--- config.mk ---
export PLATFORM = sky130hd
export DESIGN_NAME = circular_deque_flat
export DESIGN_NICKNAME = d
export VERILOG_FILES = /design/src/hw/rtl/cdq_pkg.sv /design/src/hw/rtl/cdq_in_if.sv /design/src/hw/rtl/cdq_out_if.sv /design/src/hw/rtl/cdq_ring.sv /design/src/hw/rtl/circular_deque.sv /design/src/flat_wrapper.sv
export VERILOG_INCLUDE_DIRS = /design/src /design/src/hw/rtl
export SDC_FILE = /design/constraint.sdc
export NUM_CORES = 1
export LEC_CHECK = 0
export BUFFER_PORTS_ARGS = -buffer_cell sky130_fd_sc_hd__buf_2
export CAP_MARGIN = 25
export CORE_AREA = 5 5 206 208
export DETAILED_ROUTE_END_ITERATION = 8
export DIE_AREA = 0 0 211 213
export SKIP_LAST_GASP = 1
export SLEW_MARGIN = 25
export SYNTH_ARGS = -nofsm -noshare
export SYNTH_HDL_FRONTEND = slang
export SYNTH_HIERARCHICAL = 1
export SYNTH_SLANG_ARGS = --single-unit
export TNS_END_PERCENT = 50
--- constraint.sdc ---
create_clock -name clk_i -period 4 [get_ports clk_i]
set_input_delay 0.4 -clock clk_i [delete_from_list [all_inputs] [get_ports clk_i]]
set_output_delay 0.4 -clock clk_i [all_outputs]
set_load 0.02 [all_outputs]
--- src/hw/rtl/circular_deque_defines.svh ---
// Assertion macros shared by the circular deque RTL.
`ifndef CIRCULAR_DEQUE_DEFINES_SVH
`define CIRCULAR_DEQUE_DEFINES_SVH

`ifndef SYNTHESIS
// Same-cycle implication: when ante holds, cons must hold on the same edge.
`define CDQ_ASSERT_NOW(lbl, clk, rstn, ante, cons) \
  lbl: assert property (@(posedge clk) disable iff (!rstn) (ante) |-> (cons)) \
    else $error("circular_deque: check failed");
// Next-cycle implication: when ante holds, cons must hold on the following edge.
`define CDQ_ASSERT_NEXT(lbl, clk, rstn, ante, cons) \
  lbl: assert property (@(posedge clk) disable iff (!rstn) (ante) |=> (cons)) \
    else $error("circular_deque: check failed");
`else
`define CDQ_ASSERT_NOW(lbl, clk, rstn, ante, cons)
`define CDQ_ASSERT_NEXT(lbl, clk, rstn, ante, cons)
`endif

`endif

--- src/hw/rtl/cdq_pkg.sv ---
// Package with the shared types and constants of the circular deque.
`timescale 1ns / 1ps
`default_nettype none
package cdq_pkg;

  localparam int MAX_DEPTH_DEF  = 16;
  localparam int DATA_WIDTH_DEF = 16;

  localparam int CAP_W    = 5;
  localparam int CAP_RST  = 16;
  localparam int CMD_W    = 2;
  localparam int VALUE_W  = 16;
  localparam int RESULT_W = 17;

  typedef enum logic [CMD_W-1:0] {
    CMD_PUSH_FRONT = 2'd0,
    CMD_PUSH_BACK  = 2'd1,
    CMD_POP_FRONT  = 2'd2,
    CMD_POP_BACK   = 2'd3
  } cmd_e;

  typedef enum logic [1:0] {
    ST_IDLE,
    ST_READ,
    ST_LOAD
  } state_e;

endpackage
`default_nettype wire

--- src/hw/rtl/cdq_in_if.sv ---
// Command channel of the circular deque.
`timescale 1ns / 1ps
`default_nettype none
interface cdq_in_if;
  import cdq_pkg::*;

  logic               valid;
  logic               ready;
  logic [CMD_W-1:0]   cmd;
  logic [VALUE_W-1:0] value;

  modport source (output valid, output cmd, output value, input ready);
  modport sink   (input valid, input cmd, input value, output ready);
endinterface
`default_nettype wire

--- src/hw/rtl/cdq_out_if.sv ---
// Result channel of the circular deque.
`timescale 1ns / 1ps
`default_nettype none
interface cdq_out_if;
  import cdq_pkg::*;

  logic                       valid;
  logic                       ready;
  logic                       ok;
  logic signed [RESULT_W-1:0] front_value;
  logic signed [RESULT_W-1:0] rear_value;
  logic                       is_empty;
  logic                       is_full;

  modport source (output valid, output ok, output front_value, output rear_value,
                  output is_empty, output is_full, input ready);
  modport sink   (input valid, input ok, input front_value, input rear_value,
                  input is_empty, input is_full, output ready);
endinterface
`default_nettype wire

--- src/hw/rtl/cdq_ring.sv ---
// Ring store: one write port, two registered read ports.
`timescale 1ns / 1ps
`default_nettype none
module cdq_ring #(
  parameter int DEPTH = 16,
  parameter int WIDTH = 16,
  parameter int AW    = 4
) (
  input  wire logic             clk_i,
  input  wire logic             we_i,
  input  wire logic [AW-1:0]    waddr_i,
  input  wire logic [WIDTH-1:0] wdata_i,
  input  wire logic             re_i,
  input  wire logic [AW-1:0]    raddr_a_i,
  input  wire logic [AW-1:0]    raddr_b_i,
  output logic      [WIDTH-1:0] rdata_a_o,
  output logic      [WIDTH-1:0] rdata_b_o
);

  logic [WIDTH-1:0] mem [DEPTH];

  always_ff @(posedge clk_i) begin
    if (we_i) begin
      mem[waddr_i] <= wdata_i;
    end
  end

  // registered reads
  always_ff @(posedge clk_i) begin
    if (re_i) begin
      rdata_a_o <= mem[raddr_a_i];
      rdata_b_o <= mem[raddr_b_i];
    end
  end

endmodule
`default_nettype wire

--- src/hw/rtl/circular_deque.sv ---
// Top level of the circular deque: pointer control, ring store and result register.
// Result path: an accepted item passes the READ state, then the LOAD state, which
// loads the result register once it is free or being drained.
// Items: taken only while idle; the two read ports of the ring store are read
// once per item after the pointers settle, and the next item waits for that read.
// Reset: asynchronous, active low; empties the deque; capacity 16, at most MAX_DEPTH.
// The ring store is not cleared; only slots that hold entries reach the result.
`timescale 1ns / 1ps
`default_nettype none
`include "circular_deque_defines.svh"
module circular_deque #(
  parameter int MAX_DEPTH  = cdq_pkg::MAX_DEPTH_DEF,
  parameter int DATA_WIDTH = cdq_pkg::DATA_WIDTH_DEF
) (
  input  wire logic                      clk_i,
  input  wire logic                      rst_ni,
  input  wire logic                      cfg_we_i,
  input  wire logic [cdq_pkg::CAP_W-1:0] cfg_wdata_i,
  cdq_in_if.sink                         req_i,
  cdq_out_if.source                      rsp_o
);
  import cdq_pkg::*;

  // Slot index and entry count widths follow from the ring depth.
  localparam int IdxW   = (MAX_DEPTH > 1) ? $clog2(MAX_DEPTH) : 1;
  localparam int CntW   = $clog2(MAX_DEPTH + 1);
  localparam int CapRst = (CAP_RST > MAX_DEPTH) ? MAX_DEPTH : CAP_RST;

  // Map the written capacity into 1..MAX_DEPTH.
  function automatic logic [CntW-1:0] eff_cap(logic [CAP_W-1:0] c);
    if (c == '0) begin
      return CntW'(1);
    end else if (32'(c) > MAX_DEPTH) begin
      return CntW'(MAX_DEPTH);
    end
    return CntW'(c);
  endfunction

  // Advance an index, wrapping at the capacity in use.
  function automatic logic [IdxW-1:0] step_up(logic [IdxW-1:0] i, logic [CntW-1:0] c);
    logic [CntW:0] nxt;
    nxt = (CntW + 1)'(i) + 1'b1;
    if (nxt >= (CntW + 1)'(c)) begin
      return '0;
    end
    return IdxW'(nxt);
  endfunction

  // Step an index back, wrapping to the last slot in use.
  function automatic logic [IdxW-1:0] step_down(logic [IdxW-1:0] i, logic [CntW-1:0] c);
    if (i == '0) begin
      return IdxW'(c - 1'b1);
    end
    return i - 1'b1;
  endfunction

  // Control state
  state_e          state_q, state_d;
  logic [IdxW-1:0] head_q, head_d;   // slot of the front entry
  logic [IdxW-1:0] tail_q, tail_d;   // slot after the rear entry
  logic [CntW-1:0] occ_q, occ_d;     // entries held
  logic [CntW-1:0] cap_q;            // capacity in use, already clamped
  logic            ok_q, ok_d;       // outcome of the item in flight
  logic            out_valid_q, out_valid_d;

  // Result register payload
  logic                       out_ok_q;
  logic signed [RESULT_W-1:0] out_front_q;
  logic signed [RESULT_W-1:0] out_rear_q;
  logic                       out_empty_q;
  logic                       out_full_q;

  // Handshake and memory strobes
  logic                  req_fire;
  logic                  rsp_fire;
  logic                  load_out;
  logic                  is_push;
  logic                  push_ok;
  logic                  mem_we;
  logic [IdxW-1:0]       mem_waddr;
  logic                  mem_re;
  logic [IdxW-1:0]       rear_idx;
  logic [DATA_WIDTH-1:0] push_data;
  logic [DATA_WIDTH-1:0] front_data;
  logic [DATA_WIDTH-1:0] rear_data;
  cmd_e                  cmd;

  assign cmd       = cmd_e'(req_i.cmd);
  assign push_data = DATA_WIDTH'(req_i.value);
  assign req_fire  = req_i.valid && req_i.ready;
  assign rsp_fire  = out_valid_q && rsp_o.ready;
  assign is_push   = (cmd == CMD_PUSH_FRONT) || (cmd == CMD_PUSH_BACK);
  assign push_ok   = req_fire && ok_d && is_push && !cfg_we_i;

  // Take a new item only while idle; a waiting result does not hold it back,
  // the output register parts the two sides.
  assign req_i.ready = (state_q == ST_IDLE);

  // Rear slot follows from the settled tail pointer.
  assign rear_idx = step_down(tail_q, cap_q);
  assign mem_re   = (state_q == ST_READ);

  // Next state, pointer update and memory write.
  always_comb begin
    state_d     = state_q;
    head_d      = head_q;
    tail_d      = tail_q;
    occ_d       = occ_q;
    ok_d        = ok_q;
    out_valid_d = out_valid_q;
    mem_we      = 1'b0;
    mem_waddr   = tail_q;
    load_out    = 1'b0;

    if (rsp_fire) begin
      out_valid_d = 1'b0;
    end

    unique case (state_q)
      ST_IDLE: begin
        if (req_fire) begin
          ok_d    = 1'b0;
          state_d = ST_READ;
          unique case (cmd)
            CMD_PUSH_FRONT: begin
              if (occ_q < cap_q) begin
                head_d    = step_down(head_q, cap_q);
                mem_we    = 1'b1;
                mem_waddr = head_d;
                occ_d     = occ_q + 1'b1;
                ok_d      = 1'b1;
              end
            end
            CMD_PUSH_BACK: begin
              if (occ_q < cap_q) begin
                mem_we    = 1'b1;
                mem_waddr = tail_q;
                tail_d    = step_up(tail_q, cap_q);
                occ_d     = occ_q + 1'b1;
                ok_d      = 1'b1;
              end
            end
            CMD_POP_FRONT: begin
              if (occ_q != '0) begin
                head_d = step_up(head_q, cap_q);
                occ_d  = occ_q - 1'b1;
                ok_d   = 1'b1;
              end
            end
            CMD_POP_BACK: begin
              if (occ_q != '0) begin
                tail_d = step_down(tail_q, cap_q);
                occ_d  = occ_q - 1'b1;
                ok_d   = 1'b1;
              end
            end
            default: begin
              ok_d = 1'b0;
            end
          endcase
        end
      end
      ST_READ: begin
        // reads of front and rear slots are issued this cycle
        state_d = ST_LOAD;
      end
      ST_LOAD: begin
        // hold until the output register is free or being drained
        if (!out_valid_q || rsp_o.ready) begin
          load_out    = 1'b1;
          out_valid_d = 1'b1;
          state_d     = ST_IDLE;
        end
      end
      default: begin
        state_d = ST_IDLE;
      end
    endcase

    // Capacity write empties the deque; user must write only while idle (unchecked).
    if (cfg_we_i) begin
      head_d = '0;
      tail_d = '0;
      occ_d  = '0;
    end
  end

  always_ff @(posedge clk_i or negedge rst_ni) begin
    if (!rst_ni) begin
      state_q     <= ST_IDLE;
      head_q      <= '0;
      tail_q      <= '0;
      occ_q       <= '0;
      cap_q       <= CntW'(CapRst);
      ok_q        <= 1'b0;
      out_valid_q <= 1'b0;
    end else begin
      state_q     <= state_d;
      head_q      <= head_d;
      tail_q      <= tail_d;
      occ_q       <= occ_d;
      ok_q        <= ok_d;
      out_valid_q <= out_valid_d;
      if (cfg_we_i) begin
        cap_q <= eff_cap(cfg_wdata_i);
      end
    end
  end

  // Result payload: -1 in both value fields when the deque is empty.
  always_ff @(posedge clk_i) begin
    if (load_out) begin
      out_ok_q    <= ok_q;
      out_empty_q <= (occ_q == '0);
      out_full_q  <= (occ_q >= cap_q);
      if (occ_q == '0) begin
        out_front_q <= '1;
        out_rear_q  <= '1;
      end else begin
        out_front_q <= RESULT_W'(front_data);
        out_rear_q  <= RESULT_W'(rear_data);
      end
    end
  end

  cdq_ring #(
    .DEPTH (MAX_DEPTH),
    .WIDTH (DATA_WIDTH),
    .AW    (IdxW)
  ) u_ring (
    .clk_i     (clk_i),
    .we_i      (mem_we),
    .waddr_i   (mem_waddr),
    .wdata_i   (push_data),
    .re_i      (mem_re),
    .raddr_a_i (head_q),
    .raddr_b_i (rear_idx),
    .rdata_a_o (front_data),
    .rdata_b_o (rear_data)
  );

  assign rsp_o.valid       = out_valid_q;
  assign rsp_o.ok          = out_ok_q;
  assign rsp_o.front_value = out_front_q;
  assign rsp_o.rear_value  = out_rear_q;
  assign rsp_o.is_empty    = out_empty_q;
  assign rsp_o.is_full     = out_full_q;

  // The entry count never exceeds the capacity in use.
  `CDQ_ASSERT_NOW(a_occ_bound, clk_i, rst_ni, 1'b1, occ_q <= cap_q)
  // A successful push raises the entry count by one.
  `CDQ_ASSERT_NEXT(a_push_count, clk_i, rst_ni, push_ok, occ_q == $past(occ_q) + 1'b1)
  // A new result only appears from the load step.
  `CDQ_ASSERT_NOW(a_out_src, clk_i, rst_ni, $rose(out_valid_q), $past(state_q) == ST_LOAD)

endmodule
`default_nettype wire
--- src/flat_wrapper.sv ---
// flat-port wrapper written by rule: the top's interface ports become plain ports
module circular_deque_flat import cdq_pkg::*;
#(
  parameter int MAX_DEPTH  = cdq_pkg::MAX_DEPTH_DEF,
  parameter int DATA_WIDTH = cdq_pkg::DATA_WIDTH_DEF
)
  (clk_i, rst_ni, cfg_we_i, cfg_wdata_i, req_i_valid, req_i_cmd, req_i_value, req_i_ready, rsp_o_valid, rsp_o_ok, rsp_o_front_value, rsp_o_rear_value, rsp_o_is_empty, rsp_o_is_full, rsp_o_ready);
  cdq_in_if req_i_i ();
  cdq_out_if rsp_o_i ();
  input  wire logic clk_i;
  input  wire logic rst_ni;
  input  wire logic cfg_we_i;
  input  wire logic [cdq_pkg::CAP_W-1:0] cfg_wdata_i;
  input wire logic [$bits(req_i_i.valid)-1:0] req_i_valid;
  input wire logic [$bits(req_i_i.cmd)-1:0] req_i_cmd;
  input wire logic [$bits(req_i_i.value)-1:0] req_i_value;
  output wire logic [$bits(req_i_i.ready)-1:0] req_i_ready;
  output wire logic [$bits(rsp_o_i.valid)-1:0] rsp_o_valid;
  output wire logic [$bits(rsp_o_i.ok)-1:0] rsp_o_ok;
  output wire logic [$bits(rsp_o_i.front_value)-1:0] rsp_o_front_value;
  output wire logic [$bits(rsp_o_i.rear_value)-1:0] rsp_o_rear_value;
  output wire logic [$bits(rsp_o_i.is_empty)-1:0] rsp_o_is_empty;
  output wire logic [$bits(rsp_o_i.is_full)-1:0] rsp_o_is_full;
  input wire logic [$bits(rsp_o_i.ready)-1:0] rsp_o_ready;
  assign req_i_i.valid = req_i_valid;
  assign req_i_i.cmd = req_i_cmd;
  assign req_i_i.value = req_i_value;
  assign req_i_ready = req_i_i.ready;
  assign rsp_o_valid = rsp_o_i.valid;
  assign rsp_o_ok = rsp_o_i.ok;
  assign rsp_o_front_value = rsp_o_i.front_value;
  assign rsp_o_rear_value = rsp_o_i.rear_value;
  assign rsp_o_is_empty = rsp_o_i.is_empty;
  assign rsp_o_is_full = rsp_o_i.is_full;
  assign rsp_o_i.ready = rsp_o_ready;
  circular_deque #(.MAX_DEPTH(MAX_DEPTH), .DATA_WIDTH(DATA_WIDTH)) u_core (.clk_i(clk_i), .rst_ni(rst_ni), .cfg_we_i(cfg_we_i), .cfg_wdata_i(cfg_wdata_i), .req_i(req_i_i), .rsp_o(rsp_o_i));
endmodule
Yosys cells after proc, flatten, opt, wreduce, memory -nomap -nowiden --
Memory sizes are Yosys's and may differ from the RTL's. A register that Yosys moved wholly into a read port is not among the register bits. Cells that the tools add are included.
Storage, ports and cells: bits in registers 59, bits in latches 0, RAM bits 256, ROM bits 0, input bits 28, output and inout bits 39, word-level logic and storage cells 137, memories 1
Memory list:
- u_core.u_ring.mem | words 16, width 16, read ports 2, clocked after Yosys merged registers in 2, write ports 1, line cdq_ring.sv:20 | logic [WIDTH-1:0] mem [DEPTH];
Cells by class: $add $sub $neg 7, $mul 0, div/mod/pow operators 0, $lt $le $gt $ge 5, equal/unequal tests 13, shift-type cells 0, muxes and demuxes 75, bitwise gates (word level) 0, reductions and logical operators 22
Operators by type and width (count):
- two-way mux 4 bit | 23
- two-way mux 5 bit | 8
- two-way mux 1 bit | 35
- two-way mux 17 bit | 2
- case mux 4 bit (2 select lines) | 2
- greater-or-equal comparator 5 bit | 3
- subtractor 4 x 1 -> 4 bit (second input constant) | 3
- adder 4 x 1 -> 5 bit (second input constant) | 2
- logical NOT 5 bit | 2
- case mux 5 bit (2 select lines) | 1
- AND reduction 5 bit | 2
- logical NOT 4 bit | 2
- == test 2 bit (second input constant) | 3
- inequality test 3 x 1 -> 1 bit (second input constant) | 2
- inequality test 3 x 2 -> 1 bit (second input constant) | 2
- inequality test 3 bit (second input constant) | 2
- case mux 2 bit (3 select lines) | 1
- nonzero test 3 bit | 2
- adder 5 x 1 -> 5 bit (second input constant) | 1
- greater-than comparator 5 bit (second input constant) | 1
- < comparator 5 bit | 1
- nonzero test 5 bit | 1
- subtractor 5 x 1 -> 5 bit (second input constant) | 1
- == test 2 x 1 -> 1 bit (second input constant) | 2
- 12 further kinds | 18

Longest topological paths before layout --
Gate-level depths: netlist (run 1).
depth after elaboration 13, depth in mapped cells 10

Cells and area by module --
Netlist (run 1), hierarchy kept.
By module, submodules not included:
- cdq_ring | instances 1, cells an instance 585, area each 12680.9 µm², sequential area each 8648.3 µm²
- circular_deque | instances 1, cells an instance 304, area each 3283.1 µm², sequential area each 1602.8 µm²

Worst setup path before layout (run 1) --
OpenSTA, ideal clock, no wires.
path type register to register, start point register u_core.cap_q[4], end point memory u_core.u_ring.mem[0][0] (enable), data arrival time 3462 ps, path slack 129 ps, stages on the path, launching flop included 10, buffers on the path 1, period minus slack after synthesis 3871 ps, cell sequence dfstp_2 -> inv_1 -> ha_1 -> a21oi_1 -> o21ai_0 -> nor4_2 -> buf_2 -> o21ai_0 -> or3b_2 -> nor3_1
Between the ends: elaborated cells between the ends (all ways) 11
RTL lines:
- from (decl) | line circular_deque.sv:62 | logic [CntW-1:0] cap_q;
- from (signal assigned) | line circular_deque.sv:194 | cap_q <= CntW'(CapRst);
- from (signal assigned) | line circular_deque.sv:205 | cap_q <= eff_cap(cfg_wdata_i);
- < comparator 5 bit | line circular_deque.sv:126 | if (occ_q < cap_q) begin
- two-way mux 4 bit | line circular_deque.sv:126
- two-way mux 4 bit
- two-way mux 4 bit | line circular_deque.sv:121 | if (req_fire) begin
- two-way mux 4 bit | line circular_deque.sv:119 | unique case (state_q)
- named net u_core.mem_waddr[2] | line circular_deque.sv:80 | logic [IdxW-1:0] mem_waddr;
- to (decl) | line cdq_ring.sv:20
The timed path passes the listed nets, and every way through them passes these cells.

Final worst setup path (run 1) --
start point register u_core.cap_q[4], end point memory u_core.u_ring.mem[7][2] (enable)
Same word-level chain as after synthesis.

==> key figures, run 1 <==
Run status
  – Run status: completed

Clock network
  – CTS Buffer Depth: 3
  – H-Tree Depth: 2
  – Root cell of the clock tree: clkbuf_16
  – TritonCTS clock tree: built
  – Clk_lat worst skew: 0.52 ns
  – Sinks on Clock Net: about 350
  – Post-CTS Setup Inserts: 0
  – CTS Buf Count: 36
  – Reg clk slew, reported paths: 0.06 ns

Floorplanning
  – Core area: around 40,000 µm²
  – Core Rows: 74
  – Die height: approximately 210 µm
  – DIE AREA: 44,940 µm²
  – Ports: 67
  – Starting Density: 39.55%
  – Die width: 211 µm

Worst setup path
  – R2R Setup Slk: roughly 0.67 ns
  – Req. time, crit path: approximately 4.2 ns
  – Critical Path End Type: flop
  – Critical path class: flop to flop
  – CP Launch Type: flop
  – Worst r2r src: u_core/cap_q[4]
  – CP Data Arrival Time: 3.56 ns
  – Peak fanout along the critical path: 12
  – Worst R2R Path Depth: 10
  – Reg2reg end: u_core/u_ring/mem[7][2]

Layout
  – Fin area: around 18,000 µm²
  – Area Growth Syn to Fin: 14.30%
  – Fin cells: roughly 1,500
  – Fin nets: approximately 1,000
  – Fraction of layout cells with a size suffix above 1: between 30% and 40%
  – FILL cells: 3,469
  – Diodes inserted: 0

Power and ir drop
  – Sw Pwr: approximately 3.0 mW
  – Overall power: between 10 and 15 mW
  – Power Dens Cells: 563.1 nW/µm²
  – Leakage: roughly 6 nW
  – Worst vdd rail ir drop: around 0.26 mV
  – Share of power burned in registers: a little over two fifths
  – Logic gate share of total power: approximately a quarter
  – Clock group share of total power: 30.8%
  – Pint: 7.297 mW
  – Switching Share: 28.98%

Logic synthesis
  – Main flop type after synthesis: edfxtp_1
  – Syn Inst Count: 889
  – Largest cells by area after synthesis: edfxtp_1 61%, mux4_2 14%, mux4_1 4.0%
  – Net Count, Synth: approximately 940
  – Synth unique cells: between 60 and 70
  – Ys Warns: 6
  – Sequential share of the synthesized area: between 60 and 70%
  – Synth top area share: between 60% and 70%
  – Most numerous cell in the Yosys netlist: edfxtp_1
  – Post-synth EDFFs: ~320
  – Synthesized area: between 15,000 and 20,000 µm²
  – Top cells by count, synth: 323 x edfxtp_1, 102 x mux4_2, 69 x a22oi_1
  – Synth area leader: edfxtp_1
  – Register bit count reported by yosys: roughly 350
  – Syn_area_per_cell: approximately 18 µm²
  – Synth async-reset ratio: roughly 6.4%

Placement
  – Port bufs: 66
  – Half-perimeter wire length after placement: 25.08 mm
  – DP Worst Slack: between 0.7 and 0.8 ns
  – Placed cells: between 1,000 and 1,500
  – Global placement routability congestion: approximately 0.85
  – Placed instance area: around 17,000 µm²

Min path
  – Hold path depth: 3
  – Hold Path Sink: u_core/cap_q[3]
  – Min-delay src: cfg_wdata_i[3]
  – Hold Path Class: input pin to flop

GRT
  – First-pass GRT wire length: ~58 mm
  – Largest net degree at the start of global routing: 40
  – Initial antenna violation count: 2
  – Vias in the first global route: 9,112
  – Grt total ovfl: 0
  – All-layer global routing usage: around 17%

Timing
  – Slew @ Worst Pin: about 0.97 ns
  – Setup TNS Final: 0 ns
  – Period utilisation layout: between 80% and 90%
  – Slew headroom: a little over a third
  – Final Skew: 0.01155 ns
  – RSZ-0062 raised after global routing: false
  – Clock period minus worst slack: 3.333 ns
  – Final WS setup: between 0.6 and 0.7 ns
  – Final setup fails: 0
  – Peak Freq: about 0.3 GHz
  – Final slew viol count: 0
  – Final Hold Viols: 0

Routing
  – DR WL/cell: 24.74 µm
  – First-pass DRT Iterations: 5
  – Via Count: a little under 9,000
  – # DRC: 0
  – DRT Wirelength: around 38 mm
  – Antenna viol nets, final: 0
  – Via density: approximately 5.7
  – Drt initial violations: about 700

Flow run
  – MaxCap Viol Count: 0
-- metrics by stage --
| step | util (%) | hold WS [ns] |
|---|---|---|
| 4_1_cts | 45.20 | 0.1197 |
| 2_1_floorplan | - | 0.1044 |
| 3_3_place_gp | 42.35 | 0.4201 |
| 6_report | 45.20 | 0.1421 |
| 5_1_grt | 45.20 | 0.1541 |
| 3_5_place_dp | 42.43 | 0.4394 |
-- kinds of logic after synthesis --
| logic type | Yosys count | share of synthesized area, % |
|---|---|---|
| buffers and inverters | 75 | 2.814 |
| flip-flops | 345 | 64.21 |
| AND/OR/NAND/NOR | 162 | 5.267 |
| adder cells (fa/ha/maj) | 25 | 2.006 |
| multiplexers | 131 | 18.85 |
| XOR/XNOR | 9 | 0.4938 |
| AO/OA/AOI/OAI | 142 | 6.356 |
-- power by group through the flow --
| stage | Clock (mW) | Sequential (mW) | Combinational, mW |
|---|---|---|---|
| 6_report | 3.16 | 4.46 | 2.65 |
| 3_3_place_gp | 0 | 4.53 | 2.62 |
| 5_1_grt | 3.42 | 4.48 | 2.85 |
| 4_1_cts | 3.25 | 4.46 | 2.67 |
| 2_1_floorplan | 0 | 4.58 | 1.81 |
| 3_5_place_dp | 0 | 4.53 | 2.66 |
-- cells in the final DEF (no fill, tap or decap), drive strengths merged, types with 19 or more instances in the layout --
| cell type | netlist | final |
|---|---|---|
| a21oi | 22 | 22 |
| a22oi | 69 | 69 |
| buf | 34 | 117 |
| clkbuf | 18 | 45 |
| dfrtp | 21 | 21 |
| edfxtp | 323 | 323 |
| ha | 24 | 24 |
| inv | 21 | 23 |
| mux4 | 128 | 128 |
| nand2 | 51 | 51 |
| nor2 | 25 | 25 |
| o21ai | 19 | 19 |
| or2 | 33 | 33 |
-- per-layer routing --
layer | wire [µm] | track usage, % | vias to the layer above
met3 | 2207 | 2.821 | 59
met2 | 18560 | 28.43 | 276
met1 | 16760 | 23.60 | 4578
met5 | 8 | 0 | -
li1 | - | - | 3893
met4 | 762 | 4.494 | 2
-- how the worst max path moves through the flow --
stage                               start                        to  slack, ns  cells after the start
final                     u_core/cap_q[4]   u_core/u_ring/mem[7][2]       0.67                     10
after global routing      u_core/cap_q[4]   u_core/u_ring/mem[7][2]       0.37                     10
after CTS                 u_core/cap_q[4]   u_core/u_ring/mem[7][6]       0.67                     10
after detailed placement  u_core/cap_q[4]  u_core/u_ring/mem[7][10]       0.73                     10
after global placement    u_core/cap_q[4]  u_core/u_ring/mem[0][10]       0.80                     10
after floorplan           u_core/cap_q[4]   u_core/u_ring/mem[0][0]       0.13                      9
-- registers in the layout, summed over array words and instances (netlist names), 2 cells and up --
| name | count |
|---|---|
| u_core/occ_q | 5 |
| u_core/cap_q | 5 |
| u_core/state_q | 2 |
| u_core/rsp_o.front_value | 17 |
| u_core/u_ring/rdata_a_o | 16 |
| u_core/rsp_o.rear_value | 16 |
| u_core/head_q | 4 |
| u_core/u_ring/mem | 256 |
| u_core/u_ring/rdata_b_o | 16 |
| u_core/tail_q | 4 |
-- critical path, cell delays in order (launching register included) --
cell      delay [ns]
dfstp_2         0.51
inv_1           0.08
ha_1            0.32
nand2_1         0.08
o21ai_0         0.50
nor4_2          0.07
buf_4           0.19
o21ai_0         0.28
nand3b_1        0.29
nor2_2          0.49
buf_12          0.21
-- what timing repair did --
item                      CTS  global route
gates resized for setup     0             0
hold buffers                1             0
hold endpoints to repair   21             0
-- layout make-up --
class,count,area [µm²],share of cell area [%]
flip-flops and latches,345,10260,56.21
multi-input cells,469,5356,29.36
clock buffers,45,955.9,5.239
repair buffers,118,780.7,4.279
well taps,532,665.6,3.648
clock inverters,18,152.6,0.8366
inverters,21,78.83,0.4320
No activity file was read; power rests on OpenSTA's default activity.
==> run 2, diff against run 1 <==
--- a/config.mk
+++ b/config.mk
@@ -6,11 +6,12 @@
 export SDC_FILE = /design/constraint.sdc
 export NUM_CORES = 1
 export LEC_CHECK = 0
+export ABC_AREA = 1
 export BUFFER_PORTS_ARGS = -buffer_cell sky130_fd_sc_hd__buf_2
 export CAP_MARGIN = 25
-export CORE_AREA = 5 5 206 208
+export CORE_AREA = 5 5 219 221
 export DETAILED_ROUTE_END_ITERATION = 8
-export DIE_AREA = 0 0 211 213
+export DIE_AREA = 0 0 224 226
 export SKIP_LAST_GASP = 1
 export SLEW_MARGIN = 25
 export SYNTH_ARGS = -nofsm -noshare
==> constraint.sdc (replaced) <==
create_clock -name clk_i -period 3 [get_ports clk_i]
set_input_delay 0.3 -clock clk_i [delete_from_list [all_inputs] [get_ports clk_i]]
set_output_delay 0.3 -clock clk_i [all_outputs]
set_load 0.02 [all_outputs]
==> key figures, run 2 <==
Placement
  – Half-perimeter wire length after placement: about 34 mm
  – Port bufs: 66
  – Global placement routability congestion: 0.8789

Layout
  – Fraction of layout cells with a size suffix above 1: about an eighth
  – Commonest cells after routing, fill and taps aside: 631 x nand2_1, 476 x nand3_1, 323 x edfxtp_1
  – Most flops, register: u_core/u_ring/mem
  – Fin nets: approximately 2,100
  – Commonest non-fill, non-tap cell in the layout: nand2_1
  – Max reg flops: 256
  – Area Growth Syn to Fin: 13.96%

Timing
  – Setup TNS Final: 0 ns
  – Final Hold Viols: 0
  – Final Skew: about 0.034 ns
  – Final slew viol count: 0
  – Slew headroom: 32.59%
  – Clock period minus worst slack: ~2.8 ns
  – Final setup fails: 0
  – Peak Freq: roughly 0.36 GHz
  – Slew @ Worst Pin: about 1.0 ns
  – RSZ-0062 raised after global routing: true
  – Period utilisation layout: 93.41%

Clock network
  – CTS Buffer Depth: 3
  – Root cell of the clock tree: clkbuf_16
  – Sinks on Clock Net: roughly 350
  – TritonCTS clock tree: built
  – H-Tree Depth: 2
  – Clk_lat worst skew: around 0.56 ns
  – CTS Buf Count: 39
  – Reg clk slew, reported paths: around 0.06 ns

Logic synthesis
  – Synth unique cells: 40
  – Synth area leader: edfxtp_1
  – Ys Warns: 6
  – Synth top area share: 53.68%
  – Syn_area_per_cell: 8.857 µm²
  – Most numerous cell in the Yosys netlist: nand2_1
  – Largest cells by area after synthesis: edfxtp_1 54%, nand3_1 13%, nand2_1 13%
  – Sequential share of the synthesized area: a little under three fifths
  – Top cells by count, synth: 631 x nand2_1, 476 x nand3_1, 323 x edfxtp_1
  – Main flop type after synthesis: edfxtp_1
  – Syn Inst Count: slightly above 2,000
  – Post-synth EDFFs: 323
  – Synthesized area: between 15,000 and 20,000 µm²
  – Register bit count reported by yosys: between 300 and 400
  – Net Count, Synth: roughly 2,100
  – Synth async-reset ratio: 6.377%

Power and ir drop
  – Overall power: roughly 15 mW
  – Clock group share of total power: 30.8%
  – Power Dens Cells: between 700 and 800 nW/µm²
  – Worst vdd rail ir drop: roughly 0.47 mV
  – Share of power burned in registers: ~39%
  – Switching Share: 34.57%
  – Pint: roughly 10 mW
  – Sw Pwr: around 5.4 mW
  – Leakage: approximately 9 nW
  – Logic gate share of total power: a little under a third

Floorplanning
  – Ports: 67
  – Core Rows: between 70 and 80
  – Die width: ~220 µm
  – Die height: between 200 and 250 µm
  – Starting Density: around two fifths
  – DIE AREA: roughly 50,000 µm²
  – Core area: between 40,000 and 50,000 µm²

GRT
  – All-layer global routing usage: about 20%
  – Largest net degree at the start of global routing: between 100 and 150
  – First-pass GRT wire length: 80.07 mm
  – Vias in the first global route: approximately 14,000
  – Initial antenna violation count: 2
  – Grt total ovfl: 0

Worst setup path
  – CP Launch Type: flop
  – Crit-path cells: inv_1, ha_1, a21oi_1, nand3_2, nor3_4, buf_4, nand2_1, o21ai_0, nand2_1, nor2_2, buf_12
  – Max incr delay on CP: just over 0.5 ns
  – Critical Path End Type: flop
  – Most used cell along the critical path: nand2_1
  – CP Data Arrival Time: just over 3 ns
  – Critical path class: flop to flop
  – Crit path max-delay cell type: dfstp_2
  – Req. time, crit path: approximately 3.3 ns
  – Peak fanout along the critical path: 12

Routing
  – DRT Wirelength: 52.61 mm
  – Via density: roughly 5.3
  – # DRC: 0
  – DR WL/cell: about 19 µm
  – Antenna viol nets, final: 0
  – Via Count: 14,513
  – Drt initial violations: between 1,500 and 2,000
  – First-pass DRT Iterations: 6

Run status
  – Run status: completed

Flow run
  – MaxCap Viol Count: 0

Min path
  – Hold Path Class: input pin to flop
## run 2: cell types whose count changed after synthesis, moves of 24 or more
cell / change
a22oi_1: -68
buf_2: +36
inv_1: +280
mux4_1: -24
mux4_2: -102
nand3_1: +466
nand2_1: +581
## run 2: power groups by stage
| stage | combinational [mW] | clock, mW | sequential [mW] |
|---|---|---|---|
| 2_1_floorplan | 3.08 | 0 | 6.15 |
| 3_3_place_gp | 4.62 | 0 | 6.05 |
| 3_5_place_dp | 4.67 | 0 | 6.06 |
| 4_1_cts | 4.68 | 4.85 | 5.96 |
| 5_1_grt | 5.20 | 5.05 | 5.99 |
| 6_report | 4.77 | 4.76 | 5.95 |
## run 2: worst paths after layout
check                                           end            start  slack [ns]  depth (start not counted)
max                        u_core/u_ring/mem[11][0]  u_core/cap_q[4]        0.20                         11
min                                 u_core/cap_q[3]   cfg_wdata_i[3]        0.02                          3
max reg2reg                u_core/u_ring/mem[11][0]  u_core/cap_q[4]        0.20                         11
min reg2reg                         u_core/rsp_o.ok      u_core/ok_q        0.46                          0
max in group asynchronous          u_core/head_q[0]           rst_ni        2.34                          2
min in group asynchronous           u_core/cap_q[2]           rst_ni        0.26                          2
## run 2: worst max-delay path: cells and delay by family (launching register included)
kind                       cells  cell delay, ns
DFF                            1            0.51
buffers and inverters          3            0.41
adders and majority gates      1            0.30
and+or+nand+nor                5            0.92
AOI/OAI and AO/OA              2            0.33
## run 2: layer usage
metal	vias up	global-route usage [%]	part of all wire, %	routed length (µm)
met3	99	5.252	11	5599
met4	4	5.593	2.2	1170
met5	-	0	0.040	21
met1	6846	28.15	41	21630
met2	812	32.48	46	24190
li1	6752	-	-	-
## run 2: cells by family (layout without fill, tap and decap cells)
logic type	Yosys count	in the layout	share of synthesized area (%)
flip-flops	345	345	56.73
AO/OA/AOI/OAI	32	32	0.9557
buffers and inverters	420	505	10.30
AND/OR/NAND/NOR	1210	1210	29.85
other	0	1	0
adder cells (fa/ha/maj)	25	25	1.773
XOR/XNOR	8	8	0.3878
## run 2: metrics by stage
step           setup slack, ns  std cells  util, %  instance area (µm²)  hold WS, ns
2_1_floorplan           0.1071       2040        -                18070     0.004409
3_3_place_gp            0.2623       2656    41.89                19250       0.3081
3_5_place_dp            0.2396       2656    41.89                19250       0.3200
4_1_cts                 0.2158       2731    44.78                20580     0.001635
5_1_grt              -0.003687       2732    44.79                20590      0.01959
6_report                0.1977       2733    44.80                20590      0.01832
## run 2: final cells by class
type / count / area, µm²
clock buffers: 44 / 1016
diodes: 1 / 2.502
repair buffers: 127 / 1114
inverters: 308 / 1160
fillers: 4311 / 25370
flip-flops and latches: 345 / 10260
multi-input cells: 1275 / 6023
well taps: 607 / 759.5
clock inverters: 26 / 260.3
## run 2: repair_timing
action | CTS | global route
buffers inserted | 0 | 1
endpoints found under the hold margin | 25 | 0
setup endpoints to repair | 0 | 9
resized for setup | 0 | 0
hold buffers | 5 | 0
==> run 3, diff against run 2 <==
--- a/config.mk
+++ b/config.mk
@@ -9,9 +9,9 @@
 export ABC_AREA = 1
 export BUFFER_PORTS_ARGS = -buffer_cell sky130_fd_sc_hd__buf_2
 export CAP_MARGIN = 25
-export CORE_AREA = 5 5 219 221
+export CORE_AREA = 2 2 216 218
 export DETAILED_ROUTE_END_ITERATION = 8
-export DIE_AREA = 0 0 224 226
+export DIE_AREA = 0 0 218 220
 export SKIP_LAST_GASP = 1
 export SLEW_MARGIN = 25
 export SYNTH_ARGS = -nofsm -noshare
==> key figures, run 3 (synthesis gave the netlist of run 2 again) <==
Run status
  – Run status: completed

Power and ir drop
  – Leakage: 8.933 nW
  – Power Dens Cells: between 700 and 800 nW/µm²
  – Worst vdd rail ir drop: just under 0.5 mV
  – Overall power: about 15 mW

Layout
  – Commonest cells after routing, fill and taps aside: 631 x nand2_1, 475 x nand3_1, 323 x edfxtp_1
  – Max reg flops: approximately 260
  – Fin nets: 2,147
  – Area Growth Syn to Fin: 12.99%
  – Fraction of layout cells with a size suffix above 1: 11.90%
  – Most flops, register: u_core/u_ring/mem
  – Diodes inserted: 0
  – Final Util: roughly 45%
  – Commonest non-fill, non-tap cell in the layout: nand2_1
  – Fin cells: 2,724

Timing
  – Slew @ Worst Pin: just under 1 ns
  – Final Skew: 0.01813 ns
  – Final Hold Viols: 0
  – Slew headroom: between 30% and 40%
  – Worst hold slack: 0.02335 ns
  – Final slew viol count: 0
  – Peak Freq: 0.3566 GHz
  – Clock period minus worst slack: 2.804 ns
  – Final WS setup: about 0.20 ns
  – Period utilisation layout: about 93%
  – Final setup fails: 0

GRT
  – Largest net degree at the start of global routing: around 100
  – Initial antenna violation count: 2
  – First-pass GRT wire length: roughly 78 mm
  – All-layer global routing usage: approximately 22%
  – Grt total ovfl: 0
  – Vias in the first global route: roughly 14,000

Placement
  – Placed cells: 2,653
  – DP Worst Slack: ~0.10 ns
  – Port bufs: 66
  – Half-perimeter wire length after placement: about 34 mm
  – Global placement routability congestion: between 0.8 and 0.9

Min path
  – Hold Path Class: input pin to flop

Worst setup path
  – CP Data Arrival Time: 3.06 ns
  – Peak fanout along the critical path: 16
  – Req. time, crit path: around 3.3 ns
  – CP Launch Type: flop
  – Critical Path End Type: flop
  – Critical path class: flop to flop

Floorplanning
  – DIE AREA: approximately 48,000 µm²
  – Core area: 45,860 µm²
  – Die height: around 220 µm
  – Core Rows: a little under 80
  – Starting Density: about two fifths
  – Ports: 67
  – Die width: approximately 220 µm

Clock network
  – CTS Buf Count: 39
  – Clk_lat worst skew: between 0.5 and 0.6 ns
  – Root cell of the clock tree: clkbuf_16
  – H-Tree Depth: 2
  – Sinks on Clock Net: about 350
  – Reg clk slew, reported paths: roughly 0.06 ns
  – CTS Buffer Depth: 3
  – TritonCTS clock tree: built

Routing
  – # DRC: 0
  – First-pass DRT Iterations: 5
  – DRT Wirelength: roughly 52 mm
  – DR WL/cell: 19.01 µm
  – Antenna viol nets, final: 0
  – Drt initial violations: ~1,400
  – Via density: 5.305
  – Via Count: ~14,000

Flow run
  – MaxCap Viol Count: 0
## run 3: changes by cell type in the layout (fill, tap and decap cells not counted), sizes merged
| cell | change |
|---|---|
| buf | -2 |
| bufinv | -3 |
| clkbuf | +5 |
| clkinv | -8 |
| clkinvlp | -1 |
| diode | -1 |
| inv | +1 |
## run 3: power breakdown
| group | switching [mW] | internal, mW |
|---|---|---|
| logic | 3.33 | 1.45 |
| registers | 0.146 | 5.80 |
| clock network | 1.90 | 2.58 |
| total | 5.38 | 9.83 |
## run 3: metal layers
| metal | share of wire (%) | wire (µm) | GRT usage, % | vias to the layer above |
|---|---|---|---|---|
| met4 | 2.0 | 1059 | 5.850 | 4 |
| li1 | - | - | - | 6749 |
| met5 | 0.048 | 25 | 0 | - |
| met2 | 46 | 23660 | 34.23 | 803 |
| met3 | 11 | 5639 | 5.190 | 89 |
| met1 | 41 | 21400 | 29.63 | 6807 |
## run 3: what timing repair did
action                     CTS  global route
hold buffers                 5             0
setup endpoints to repair    0           167
setup buffers                0             1
hold endpoints to repair    25             0
gates resized for setup      0             3
## run 3: worst paths after layout
check / end / slack, ns / cells after the start / startpoint
setup reg to reg: u_core/u_ring/mem[2][7] / 0.20 / 11 / u_core/cap_q[4]
hold reg to reg: u_core/rsp_o.ok / 0.47 / 0 / u_core/ok_q
max in group asynchronous: u_core/head_q[0] / 2.32 / 2 / rst_ni
setup / recovery: u_core/u_ring/mem[2][7] / 0.20 / 11 / u_core/cap_q[4]
hold / removal: u_core/state_q[0] / 0.02 / 3 / req_i_valid
min in group asynchronous: u_core/occ_q[1] / 0.27 / 2 / rst_ni
## run 3: cell type report
| cell class | count | area, µm² |
|---|---|---|
| Clock inverter | 15 | 136.4 |
| Inverter | 308 | 1160 |
| Sequential cell | 345 | 10260 |
| Timing Repair Buffer | 125 | 1047 |
| Multi-Input combinational cell | 1275 | 6033 |
| Tap cell | 607 | 759.5 |
| Fill cell | 4376 | 25450 |
| Clock buffer | 49 | 1023 |
## run 3: critical path: stages, from the launching register on
cell,delay (ns)
dfstp_2,0.52
inv_1,0.08
ha_1,0.31
a21oi_1,0.20
nand3_2,0.17
nor3_4,0.26
nand2_1,0.08
o21a_1,0.18
nor2_1,0.12
nand2_1,0.19
nor2_2,0.21
buf_12,0.19
## run 3: stage by stage
| step | instance area (µm²) | setup TNS [ns] |
|---|---|---|
| after detailed placement | 19160 | 0 |
| after global placement | 19160 | 0 |
| after CTS | 20370 | 0 |
| final | 20420 | 0 |
| after floorplan | 18070 | 0 |
| after global routing | 20420 | -0.01111 |
